`config.mk`:
```
export PLATFORM = sky130hd
export DESIGN_NAME = radar_frame_target_parser
export DESIGN_NICKNAME = d
export VERILOG_FILES = /design/src/rtl/rfp_pkg.sv /design/src/rtl/rfp_frame_track.sv /design/src/rtl/rfp_out_buf.sv /design/src/rtl/radar_frame_target_parser.sv
export SDC_FILE = /design/constraint.sdc
export NUM_CORES = 1
export LEC_CHECK = 0
export BUFFER_PORTS_ARGS = -buffer_cell sky130_fd_sc_hd__buf_2
export CAP_MARGIN = 5
export CORE_UTILIZATION = 49
export CTS_CLUSTER_DIAMETER = 60
export DETAILED_ROUTE_END_ITERATION = 6
export PLACE_DENSITY = 0.79
export SLEW_MARGIN = 20
export SYNTH_ARGS = -nofsm -noshare
export SYNTH_HDL_FRONTEND = slang
export SYNTH_HIERARCHICAL = 1
export SYNTH_SLANG_ARGS = --single-unit
export TNS_END_PERCENT = 100
```
`constraint.sdc`:
```
create_clock -name clk -period 3.1 [get_ports clk]
set_input_delay 0.775 -clock clk [delete_from_list [all_inputs] [get_ports clk]]
set_output_delay 0.775 -clock clk [all_outputs]
set_load 0.05 [all_outputs]
```
`src/rtl/rfp_pkg.sv`:
```
package rfp_pkg;

	// Frame delimiters, in the order in which they arrive on the link.
	localparam logic [7:0] HDR_B0 = 8'hF4;
	localparam logic [7:0] HDR_B1 = 8'hF3;
	localparam logic [7:0] HDR_B2 = 8'hF2;
	localparam logic [7:0] HDR_B3 = 8'hF1;
	localparam logic [7:0] FTR_B0 = 8'hF8;
	localparam logic [7:0] FTR_B1 = 8'hF7;
	localparam logic [7:0] FTR_B2 = 8'hF6;
	localparam logic [7:0] FTR_B3 = 8'hF5;

	// Shortest frame that is taken as valid, and the offset of the target state byte.
	localparam int MIN_FRAME = 20;
	localparam int STATE_POS = 8;
	localparam int DELIM_LEN = 4;

	// Target state codes.
	localparam logic [7:0] TS_NONE       = 8'h00;
	localparam logic [7:0] TS_MOVING     = 8'h01;
	localparam logic [7:0] TS_STATIONARY = 8'h02;
	localparam logic [7:0] TS_BOTH       = 8'h03;

	typedef struct packed {
		logic       frame_accepted;
		logic       presence;
		logic       moving_target;
		logic       stationary_target;
		logic [7:0] target_state;
		logic [5:0] frame_length;
	} res_t;

	// Expected header byte at a given position within the header.
	function automatic logic [7:0] hdr_byte(input logic [1:0] idx);
		logic [7:0] b;
		case (idx)
			2'd0: b = HDR_B0;
			2'd1: b = HDR_B1;
			2'd2: b = HDR_B2;
			default: b = HDR_B3;
		endcase
		return b;
	endfunction

endpackage

```
`src/rtl/rfp_frame_track.sv`:
```
module rfp_frame_track #(
	parameter int PASS_BYTES = 64
) (
	input  logic              clk,
	input  logic              arst_n,
	input  logic              take,
	input  logic [7:0]        rx_byte,
	output logic              push,
	output rfp_pkg::res_t     res
);

	localparam int CW = $clog2(PASS_BYTES);
	localparam logic [CW:0] PASS_N = (CW + 1)'(PASS_BYTES);
	localparam logic [CW:0] N_MIN  = (CW + 1)'(rfp_pkg::MIN_FRAME);
	localparam logic [CW:0] N_DLM  = (CW + 1)'(rfp_pkg::DELIM_LEN);
	localparam logic [CW:0] N_POS8 = (CW + 1)'(rfp_pkg::STATE_POS);
	localparam logic [CW-1:0] P_POS8 = CW'(rfp_pkg::STATE_POS);
	localparam logic [CW-1:0] P_DLM  = CW'(rfp_pkg::DELIM_LEN);

	logic [CW-1:0] count_q;
	logic          header_ok_q;
	logic [7:0]    state_byte_q;
	logic [7:0]    recent_q [3];
	logic          presence_q;
	logic          moving_q;
	logic          stationary_q;

	logic [CW:0]   n_raw;
	logic [CW-1:0] n_wrap;
	logic          hdr_nxt;
	logic [7:0]    sb_nxt;
	logic          footer;
	logic          accepted;
	logic [7:0]    ts;
	logic          pres_nxt;
	logic          mov_nxt;
	logic          stat_nxt;

	always_comb begin
		hdr_nxt = header_ok_q;
		if (count_q == '0) begin
			hdr_nxt = (rx_byte == rfp_pkg::HDR_B0);
		end else if (count_q < P_DLM) begin
			hdr_nxt = header_ok_q && (rx_byte == rfp_pkg::hdr_byte(count_q[1:0]));
		end
		sb_nxt = (count_q == P_POS8) ? rx_byte : state_byte_q;

		n_raw  = {1'b0, count_q} + (CW + 1)'(1);
		n_wrap = (n_raw == PASS_N) ? '0 : n_raw[CW-1:0];

		// A wrapped count reads as zero and so can never close a frame.
		footer = (n_raw != PASS_N) && (n_raw >= N_DLM) &&
			(recent_q[2] == rfp_pkg::FTR_B0) && (recent_q[1] == rfp_pkg::FTR_B1) &&
			(recent_q[0] == rfp_pkg::FTR_B2) && (rx_byte == rfp_pkg::FTR_B3);

		accepted = (n_raw >= N_MIN) && hdr_nxt;
		ts       = (n_raw > N_POS8) ? sb_nxt : rfp_pkg::TS_NONE;

		pres_nxt = presence_q;
		mov_nxt  = moving_q;
		stat_nxt = stationary_q;
		if (accepted) begin
			pres_nxt = (ts != rfp_pkg::TS_NONE);
			mov_nxt  = (ts == rfp_pkg::TS_MOVING) || (ts == rfp_pkg::TS_BOTH);
			stat_nxt = (ts == rfp_pkg::TS_STATIONARY) || (ts == rfp_pkg::TS_BOTH);
		end

		push                  = take && footer;
		res.frame_accepted    = accepted;
		res.presence          = pres_nxt;
		res.moving_target     = mov_nxt;
		res.stationary_target = stat_nxt;
		res.target_state      = ts;
		res.frame_length      = n_raw[5:0];
	end

	always_ff @(posedge clk or negedge arst_n) begin
		if (!arst_n) begin
			count_q      <= '0;
			header_ok_q  <= 1'b0;
			state_byte_q <= '0;
			recent_q[0]  <= '0;
			recent_q[1]  <= '0;
			recent_q[2]  <= '0;
			presence_q   <= 1'b0;
			moving_q     <= 1'b0;
			stationary_q <= 1'b0;
		end else if (take) begin
			count_q      <= footer ? '0 : n_wrap;
			header_ok_q  <= hdr_nxt;
			state_byte_q <= sb_nxt;
			recent_q[0]  <= rx_byte;
			recent_q[1]  <= recent_q[0];
			recent_q[2]  <= recent_q[1];
			if (footer) begin
				presence_q   <= pres_nxt;
				moving_q     <= mov_nxt;
				stationary_q <= stat_nxt;
			end
		end
	end

endmodule

```
`src/rtl/rfp_out_buf.sv`:
```
module rfp_out_buf (
	input  logic          clk,
	input  logic          arst_n,
	input  logic          push,
	input  rfp_pkg::res_t res_in,
	input  logic          res_stall,
	output logic          res_valid,
	output logic          full,
	output rfp_pkg::res_t res_out
);

	logic          valid_q;
	logic          skid_valid_q;
	rfp_pkg::res_t main_q;
	rfp_pkg::res_t skid_q;
	logic          pop;

	assign pop       = valid_q && !res_stall;
	assign res_valid = valid_q;
	assign full      = skid_valid_q;
	assign res_out   = main_q;

	always_ff @(posedge clk or negedge arst_n) begin
		if (!arst_n) begin
			valid_q      <= 1'b0;
			skid_valid_q <= 1'b0;
		end else if (skid_valid_q) begin
			if (pop) begin
				skid_valid_q <= 1'b0;
			end
		end else if (push) begin
			if (!valid_q || pop) begin
				valid_q <= 1'b1;
			end else begin
				skid_valid_q <= 1'b1;
			end
		end else if (pop) begin
			valid_q <= 1'b0;
		end
	end

	always_ff @(posedge clk) begin
		if (skid_valid_q) begin
			if (pop) begin
				main_q <= skid_q;
			end
		end else if (push) begin
			if (!valid_q || pop) begin
				main_q <= res_in;
			end else begin
				skid_q <= res_in;
			end
		end
	end

`ifndef SYNTHESIS
	a_skid_implies_main: assert property (@(posedge clk) disable iff (!arst_n)
		skid_valid_q |-> valid_q)
		else $error("skid entry held while main entry empty");

	a_no_push_when_full: assert property (@(posedge clk) disable iff (!arst_n)
		!(push && skid_valid_q))
		else $error("result pushed into a full buffer");

	a_accept_sets_flags: assert property (@(posedge clk) disable iff (!arst_n)
		(valid_q && main_q.frame_accepted) |->
		(main_q.presence == (main_q.target_state != rfp_pkg::TS_NONE)) &&
		(main_q.moving_target == ((main_q.target_state == rfp_pkg::TS_MOVING) ||
			(main_q.target_state == rfp_pkg::TS_BOTH))))
		else $error("accepted frame flags disagree with target state");
`endif

endmodule

```
`src/rtl/radar_frame_target_parser.sv`:
```
// Channel | Handshake          | Payload
// rx      | rx_valid, rx_stall | rx_byte[7:0]
// res     | res_valid, res_stall | frame_accepted, presence, moving_target,
//         |                    | stationary_target, target_state[7:0], frame_length[5:0]
//
// One byte is taken every cycle while rx_stall is low; a result is registered from the footer byte.
// The frame tracker updates its count, header check and delimiter history on each
// byte transfer, so the per-byte path is one small add and a few byte compares.
// Reset (arst_n low) clears the count, header check, history and held flags.
// The result side holds a main register and a skid register; rx_stall rises only
// when both are occupied, so a single stalled result never blocks the next byte.
module radar_frame_target_parser #(
	parameter int PASS_BYTES = 64
) (
	input  logic       clk,
	input  logic       arst_n,
	input  logic       rx_valid,
	output logic       rx_stall,
	input  logic [7:0] rx_byte,
	output logic       res_valid,
	input  logic       res_stall,
	output logic       frame_accepted,
	output logic       presence,
	output logic       moving_target,
	output logic       stationary_target,
	output logic [7:0] target_state,
	output logic [5:0] frame_length
);

	logic          rx_fire;
	logic          push;
	logic          full;
	rfp_pkg::res_t res_new;
	rfp_pkg::res_t res_cur;

	// A byte transfer happens whenever rx_valid is high and the skid register is free;
	// the stall is taken straight from a register, so it never depends on rx_valid.
	assign rx_stall = full;
	assign rx_fire  = rx_valid && !full;

	// Frame tracking: pass position, header match, target state capture and
	// footer detection. It flags a result on the byte that completes a footer.
	rfp_frame_track #(
		.PASS_BYTES(PASS_BYTES)
	) u_track (
		.clk     (clk),
		.arst_n  (arst_n),
		.take    (rx_fire),
		.rx_byte (rx_byte),
		.push    (push),
		.res     (res_new)
	);

	// Result register with skid entry toward the consumer.
	rfp_out_buf u_out (
		.clk       (clk),
		.arst_n    (arst_n),
		.push      (push),
		.res_in    (res_new),
		.res_stall (res_stall),
		.res_valid (res_valid),
		.full      (full),
		.res_out   (res_cur)
	);

	assign frame_accepted    = res_cur.frame_accepted;
	assign presence          = res_cur.presence;
	assign moving_target     = res_cur.moving_target;
	assign stationary_target = res_cur.stationary_target;
	assign target_state      = res_cur.target_state;
	assign frame_length      = res_cur.frame_length;

endmodule

```
==> results of run 1 <==
[routing by layer]
| layer | vias up | part of all wire (%) |
|---|---|---|
| met2 | 56 | 49 |
| met5 | - | 0 |
| met1 | 1177 | 46 |
| met4 | 0 | 1.3 |
| met3 | 9 | 4.2 |
| li1 | 1144 | - |
[cell usage after synthesis (all sizes together), types with 2 or more instances]
library cell	instances	share of area [%]
nor2	17	1.6
nand2b	7	1.2
ha	3	0.97
xnor2	2	0.45
nand2	10	0.97
or4	4	0.97
and2	2	0.35
edfxtp	36	28
or4b	2	0.52
clkbuf	6	0.58
nor3	6	0.77
nand4	7	1.1
mux2i	10	2.6
a21boi	2	0.39
nor4	6	0.97
dfrtp	44	28
nand3	8	1.0
a21oi	6	0.77
mux2	56	18
o21ai	6	0.77
buf	12	2.5
and3	2	0.32
xor2	4	0.90
nand4b	6	1.4
a21o	2	0.39
inv	8	0.77
[cell usage in the layout (no fill, tap or decap), types with 9 or more instances in the layout]
| master | instances |
|---|---|
| sky130_fd_sc_hd__dfrtp_1 | 44 |
| sky130_fd_sc_hd__edfxtp_1 | 36 |
| sky130_fd_sc_hd__nand2_1 | 10 |
| sky130_fd_sc_hd__buf_2 | 30 |
| sky130_fd_sc_hd__mux2_2 | 39 |
| sky130_fd_sc_hd__mux2i_1 | 10 |
| sky130_fd_sc_hd__mux2_4 | 17 |
| sky130_fd_sc_hd__nor2_1 | 17 |
| sky130_fd_sc_hd__buf_4 | 10 |
| sky130_fd_sc_hd__clkbuf_8 | 9 |
[cell families (layout without fill, tap and decap cells)]
family | after synthesis | in the layout | synth area share [%]
and+or+nand+nor | 82 | 82 | 12.32
adders and majority gates | 3 | 3 | 0.9672
DFF | 80 | 80 | 56.22
xor gates and xnor gates | 6 | 6 | 1.354
AOI/OAI and AO/OA | 27 | 27 | 4.772
buffers and inverters | 26 | 65 | 3.901
muxes | 66 | 66 | 20.47
[how the worst max path moves through the flow]
stage / startpoint / to / slack [ns] / cells past startpoint
after detailed placement: rx_byte[3] / u_out/res_out[15]$_DFFE_PP_ / 0.1 / 7
after floorplan: u_track/recent_q[1]$_DFFE_PN0P_ / u_out/skid_q[0]$_DFFE_PP_ / -0.0003 / 6
after CTS: u_track/count_q[0]$_DFFE_PN0P_ / u_out/res_out[15]$_DFFE_PP_ / 0.20 / 8
final: u_track/count_q[0]$_DFFE_PN0P_ / u_out/res_out[15]$_DFFE_PP_ / 0.20 / 8
after global routing: u_track/count_q[0]$_DFFE_PN0P_ / u_out/res_out[15]$_DFFE_PP_ / 0.05 / 8
after global placement: rx_byte[3] / u_out/res_out[16]$_DFFE_PP_ / 0.11 / 7
[sequential cells by signal (all words and copies together) (netlist names)]
signal and cells:
u_out/full 1, u_out/res_out 18, u_out/res_valid 1, u_out/skid_q 18
u_track/count_q 6, u_track/header_ok_q 1, u_track/moving_q 1, u_track/presence_q 1
u_track/recent_q 24, u_track/state_byte_q 8, u_track/stationary_q 1
[where the power goes]
group	leakage [nW]	internal (mW)	switching (mW)	total (mW)
Clock	0.0976	0.369	0.351	0.720
Sequential	0.859	1.31	0.141	1.45
Combinational	0.760	0.468	0.430	0.898
Total	1.72	2.15	0.922	3.07
[per-stage QoR]
step | setup slack, ns | util (%) | TNS [ns]
2_1_floorplan | -0.0003408 | - | -0.006135
3_3_place_gp | 0.1096 | 53.86 | 0
3_5_place_dp | 0.09786 | 53.86 | 0
4_1_cts | 0.1953 | 56.32 | 0
5_1_grt | 0.05333 | 56.35 | 0
6_report | 0.1951 | 56.35 | 0
[worst max-delay path, delay by kind of cell, from the launching register on]
kind / cells / cell delay, ns
and+or+nand+nor: 3 / 1.20
buffers and inverters: 1 / 0.09
DFF: 1 / 0.45
adders and majority gates: 1 / 0.23
AOI/OAI and AO/OA: 1 / 0.12
muxes: 2 / 0.57
[cell type report]
class	instances	area share, %
clock buffer	10	2.946
multi-input combinational	184	35.96
inverter	8	0.6932
clock inverter	6	1.415
tap	102	2.946
timing repair buffer	41	5.661
sequential	80	50.38
==> summary.md, run 1 <==
| Metric | Value |
|---|---|
| Worst-skew pair later-pin latency | `between 0.3 and 0.4 ns` |
| FF+latch area | `2182 µm²` |
| Path category of the worst min-delay check | `in -> async` |
| Initial antenna violation count | `0` |
| Reg-to-reg endpoint | `u_out/res_out[15]$_DFFE_PP_` |
| Rows | `32` |
| First-pass GRT wire length | `around 11000 µm` |
| Post-route insts no fill | `431` |
| Die outline area | `roughly 8300 µm²` |
| VDD IR-drop max | `around 0.45 mV` |
| Number of slew-limit violations in the final report | `0` |
| Slowest cell on the critical path | `sky130_fd_sc_hd__or4b_2` |
| Buffers from clock root to sink, at most | `2` |
| Setup repair after global routing missed its margin | `no` |
| Status | `finished, final reports clean` |
| Minimum period implied by the final worst setup slack | `between 2 and 3 ns` |
| Routed length per instance | `15.78 µm` |
| DR vias/cell | `5.536` |
| Worst endpoint required time | `between 3 and 4 ns` |
| Worst Skew | `around 0.010 ns` |
| Crit start category | `flip-flop` |
| Avg Cell Area, Syn | `~13 µm²` |
| Final count of negative-setup-slack endpoints | `0` |
| Count of inserted antenna diode cells | `0` |
| Worst-margin pin slew | `just under 0.7 ns` |
| Maximum capacitance violations | `0` |
| Net count of the finished layout | `339` |
| Power density normalized to cell area | `roughly 710 nW/µm²` |
| Root Driver | `sky130_fd_sc_hd__clkbuf_8` |
| Portion of the clock cycle consumed by the worst path in the final layout | `between 90 and 100%` |
| Syn Nets | `about 310` |
| Maximum level of the CTS H-tree | `3` |
| Layout cell share with drive strength beyond 1 | `between 30 and 40%` |
| TritonRoute pass-1 iters | `4` |
| Placed cells | `415` |
| Remaining antenna violation count | `0` |
| Post-route cell area | `4332 µm²` |
| Setup fix buffers added after clock tree synthesis | `0` |
| Area Growth Syn to Fin | `11.61%` |
| Worst reg-to-reg setup slack | `around 0.20 ns` |
| Vias in the first global route | `around 2400` |
| Number of synthesized flops with an enable pin | `36` |
| Worst slack on hold paths | `around 0.42 ns` |
| I/O Pins | `32` |
| Initial Utilization | `about half` |
| Yosys warns | `6` |
| Sequential share of the synthesized area | `between 50% and 60%` |
| Number of violations reported at the end of detailed-routing iteration 0 | `218` |
| GRT Total Usage | `approximately 18%` |
| Overall power | `3.068 mW` |
| Number of buffers inserted during clock tree synthesis | `9` |
| Global routing met2 resource utilization | `between 20% and 30%` |
| Area of the core | `around 7700 µm²` |
| Synth Flop Type | `sky130_fd_sc_hd__dfrtp_1` |
| Stage delay of the slowest cell on the critical path | `about 0.67 ns` |
| Resized Gates After CTS | `0` |
| Most Crowded Layer GR | `met2` |
| Pleak | `approximately 1.7 nW` |
| TritonCTS clock tree | `done` |
| Maximum number of pins on one net before global-route repair | `45` |
| Critical Path Fanout Max | `7` |
| Clock slew at the register clock pins of the worst setup and hold paths | `roughly 0.080 ns` |
| Share of flip-flops with an asynchronous set or reset after synthesis | `roughly 55%` |
| Met1 routing resource usage after global routing | `23.59%` |
| Crit-path cells | `inv_1 > ha_1 > or4b_2 > nor3_1 > a211oi_1 > or2_2 > mux2_2 > mux2_4` |
| Final weighted congestion in routability-driven placement | `~0.84` |
| Final hold violation count | `0` |
| Area of the multi-input gates | `1558 µm²` |
| Number of design rule violations left after detail routing | `0` |
| Crit path DAT | `around 3.0 ns` |
| Kind of end point of the critical path | `flip-flop` |
| Cell variety after synth | `slightly below 50` |
| Number of port buffers | `31` |
| Die Y | `about 91 µm` |
| Via count | `~2400` |
| Met3 track demand over resource in global routing | `4.941%` |
| Mapped cell area | `3881 µm²` |
| Peak Freq | `approximately 0.34 GHz` |
| TritonCTS Sinks | `80` |
| DP HPWL | `between 4000 and 5000 µm` |
| Number of hold-repair buffers added at the cts stage | `0` |
| Kind of critical path | `reg -> reg` |
| Slew HR | `a little over half` |
| Horizontal die dimension | `91 µm` |
| Launch point of the worst reg-to-reg path | `u_track/count_q[0]$_DFFE_PN0P_` |
| Standard cell area after detailed placement | `just over 4000 µm²` |
| Wirelength, routed | `about 6800 µm` |
| Count of state elements after synthesis | `80` |
| Cell count after synthesis | `290` |
| Total congestion overflow | `0` |
| Number of cells on the worst reg-to-reg path | `8` |
| Number of fillers in the final layout | `649` |
(Power assumes the default switching activity.)
==> inputs of run 2 (changes only) <==
- CORE_MARGIN: default -> 2
- CORE_UTILIZATION: 49 -> 54
- PLACE_DENSITY: 0.79 -> 0.85
==> summary.md, run 2 (same netlist as run 1, synthesis figures left out) <==
| Metric | Value |
|---|---|
| Kind of critical path | `reg -> reg (unchanged)` |
| Clock share of power | `25.5% (was 23.5%)` |
| Worst-margin pin slew | `0.7180 ns (was 0.6836 ns)` |
| First-pass GRT wire length | `11270 µm (was 11450 µm)` |
| Buffers from clock root to sink, at most | `2 (unchanged)` |
| Routed length per instance | `16.02 µm (was 15.78 µm)` |
| Vias in the first global route | `2318 (was 2355)` |
| Post-route insts no fill | `425 (was 431)` |
| Internal cell power | `2.200 mW (was 2.146 mW)` |
| Remaining antenna violation count | `0 (unchanged)` |
| Worst-skew pair later-pin latency | `0.35 ns (about the same)` |
| Maximum number of pins on one net before global-route repair | `45 (unchanged)` |
| Total congestion overflow | `0 (unchanged)` |
| Crit path DAT | `3.03 ns (was 3.01 ns)` |
| Slew HR | `51.74% (was 54.05%)` |
| Net load switching power | `0.9498 mW (was 0.9217 mW)` |
| Layout cell share with drive strength beyond 1 | `37.99% (was 37.39%)` |
| Largest reg by FF count | `u_track/recent_q (unchanged)` |
| Power density normalized to cell area | `722.1 nW/µm² (was 708.2 nW/µm²)` |
| Flip-flop count of the largest register after layout | `24 (unchanged)` |
| Die outline area | `7882 µm² (was 8281 µm²)` |
| Number of buffers inserted during clock tree synthesis | `9 (unchanged)` |
| Area Growth Syn to Fin | `12.38% (was 11.61%)` |
| Net count of the finished layout | `339 (unchanged)` |
| Kind of end point of the critical path | `flip-flop (unchanged)` |
| Resized Gates After CTS | `0 (unchanged)` |
| Switching part of the total | `30.16% (was 30.04%)` |
| Portion of the clock cycle consumed by the worst path in the final layout | `94.34% (was 93.71%)` |
| Root Driver | `sky130_fd_sc_hd__clkbuf_8 (unchanged)` |
| VDD IR-drop max | `0.3214 mV (was 0.4545 mV)` |
| Number of design rule violations left after detail routing | `0 (unchanged)` |
| Maximum level of the CTS H-tree | `3 (unchanged)` |
| Standard cell area after detailed placement | `4145 µm² (was 4140 µm²)` |
| Overall power | `3.150 mW (was 3.068 mW)` |
| Number of slew-limit violations in the final report | `0 (unchanged)` |
| Rows | `30 (was 32)` |
| Setup fix buffers added after clock tree synthesis | `0 (unchanged)` |
| Initial antenna violation count | `0 (unchanged)` |
| Wirelength, routed | `6810 µm (was 6803 µm)` |
| Setup repair after global routing missed its margin | `no (unchanged)` |
| Final weighted congestion in routability-driven placement | `0.9257 (was 0.8351)` |
| DP HPWL | `4847 µm (was 4825 µm)` |
| Peak Freq | `0.3420 GHz (was 0.3442 GHz)` |
| Number of cells on the worst reg-to-reg path | `8 (unchanged)` |
| Worst Skew | `0.008246 ns (was 0.01038 ns)` |
| Number of port buffers | `31 (unchanged)` |
| Critical Path Fanout Max | `7 (unchanged)` |
| DR vias/cell | `5.647 (was 5.536)` |
| Maximum capacitance violations | `0 (unchanged)` |
| TritonCTS Sinks | `80 (unchanged)` |
| Crit start category | `flip-flop (unchanged)` |
| Comb power frac | `28.5% (was 29.3%)` |
| Horizontal die dimension | `88.78 µm (was 91 µm)` |
| Minimum period implied by the final worst setup slack | `2.924 ns (was 2.905 ns)` |
| Number of violations reported at the end of detailed-routing iteration 0 | `252 (was 218)` |
| I/O Pins | `32 (unchanged)` |
| Proportion of power drawn by flip-flops and latches | `46.0% (was 47.3%)` |
| Initial Utilization | `56.50% (was 50.49%)` |
| Status | `finished, final reports clean (unchanged)` |
| Pleak | `1.724 nW (was 1.717 nW)` |
| Via count | `2400 (was 2386)` |
| GRT Total Usage | `18.83% (was 17.86%)` |
| Most common cell after layout, fill and taps aside | `sky130_fd_sc_hd__dfrtp_1 (unchanged)` |
| Worst endpoint required time | `3.20 ns (about the same)` |
| Post-route cell area | `4362 µm² (was 4332 µm²)` |
| TritonCTS clock tree | `done (unchanged)` |
| Count of inserted antenna diode cells | `0 (unchanged)` |
| Number of hold-repair buffers added at the cts stage | `0 (unchanged)` |
| Clock slew at the register clock pins of the worst setup and hold paths | `0.08 ns (about the same)` |
| TritonRoute pass-1 iters | `4 (unchanged)` |
| Area of the core | `6869 µm² (was 7687 µm²)` |
| Final hold violation count | `0 (unchanged)` |
| Placed cells | `409 (was 415)` |
| Final count of negative-setup-slack endpoints | `0 (unchanged)` |
| Die Y | `88.78 µm (was 91 µm)` |
| Worst slack on hold paths | `0.4152 ns (was 0.4197 ns)` |
| Final core occ | `63.50% (was 56.35%)` |
| Path category of the worst min-delay check | `in -> async (unchanged)` |
| Commonest cells after routing, fill and taps aside | `sky130_fd_sc_hd__dfrtp_1 (44), sky130_fd_sc_hd__mux2_2 (39), sky130_fd_sc_hd__edfxtp_1 (36) (unchanged)` |
[run 2: cell count changes in the layout (fill, tap and decap cells not counted), moves of 2 or more]
cell,delta
sky130_fd_sc_hd__clkinv_4,-2
sky130_fd_sc_hd__clkinvlp_4,+2
sky130_fd_sc_hd__inv_6,+2
sky130_fd_sc_hd__clkbuf_8,+2
sky130_fd_sc_hd__clkinv_2,-2
[run 2: final cells by class]
class                      instances  area [µm²]
sequential                        80        2182
clock inverter                     5       62.56
timing repair buffer              41       257.7
multi-input combinational        184        1558
fill                             521        2507
tap                               96       120.1
clock buffer                      11       151.4
inverter                           8       30.03
[run 2: power by group through the flow]
stage          Clock, mW  Sequential (mW)  Combinational, mW
2_1_floorplan          0             1.41              0.779
3_3_place_gp           0             1.45              0.859
3_5_place_dp           0             1.47              0.895
4_1_cts            0.824             1.44              0.902
5_1_grt            0.856             1.47              0.988
6_report           0.802             1.45              0.899
[run 2: path summary, 6_finish.rpt]
check | startpoint | to | slack (ns)
worst max-delay path | u_track/count_q[1]$_DFFE_PN0P_ | u_out/res_out[14]$_DFFE_PP_ | 0.18
worst max register to register | u_track/count_q[1]$_DFFE_PN0P_ | u_out/res_out[14]$_DFFE_PP_ | 0.18
worst min-delay path | arst_n | u_track/recent_q[17]$_DFFE_PN0P_ | 0.42
worst min register to register | u_track/moving_q$_DFFE_PN0P_ | u_track/moving_q$_DFFE_PN0P_ | 0.52
min in group clk | u_track/moving_q$_DFFE_PN0P_ | u_track/moving_q$_DFFE_PN0P_ | 0.52
max in group asynchronous | arst_n | u_out/res_valid$_DFFE_PN0P_ | 2.30
[run 2: per-stage QoR]
stage	worst slack, ns	TNS [ns]
after global routing	0.01390	0
final	0.1756	0
after floorplan	-0.0003408	-0.006135
after CTS	0.1944	0
after detailed placement	0.1075	0
after global placement	0.1110	0
[run 2: critical path, cell delays in order (launching register included)]
cell and delay, ns:
sky130_fd_sc_hd__dfrtp_1 0.46, sky130_fd_sc_hd__inv_1 0.11, sky130_fd_sc_hd__ha_1 0.23, sky130_fd_sc_hd__or4b_2 0.66
sky130_fd_sc_hd__nor3_1 0.18, sky130_fd_sc_hd__a211oi_1 0.13, sky130_fd_sc_hd__or2_2 0.34, sky130_fd_sc_hd__mux2_2 0.30
sky130_fd_sc_hd__mux2_4 0.26
[run 2: layer usage]
layer | vias up | share of wire [%] | global-route usage (%)
met1 | 1185 | 44 | 24.37
met2 | 65 | 50 | 31.07
met5 | - | 0 | 0
met4 | 0 | 1.0 | 5.785
li1 | 1142 | - | -
met3 | 8 | 5.6 | 5.131
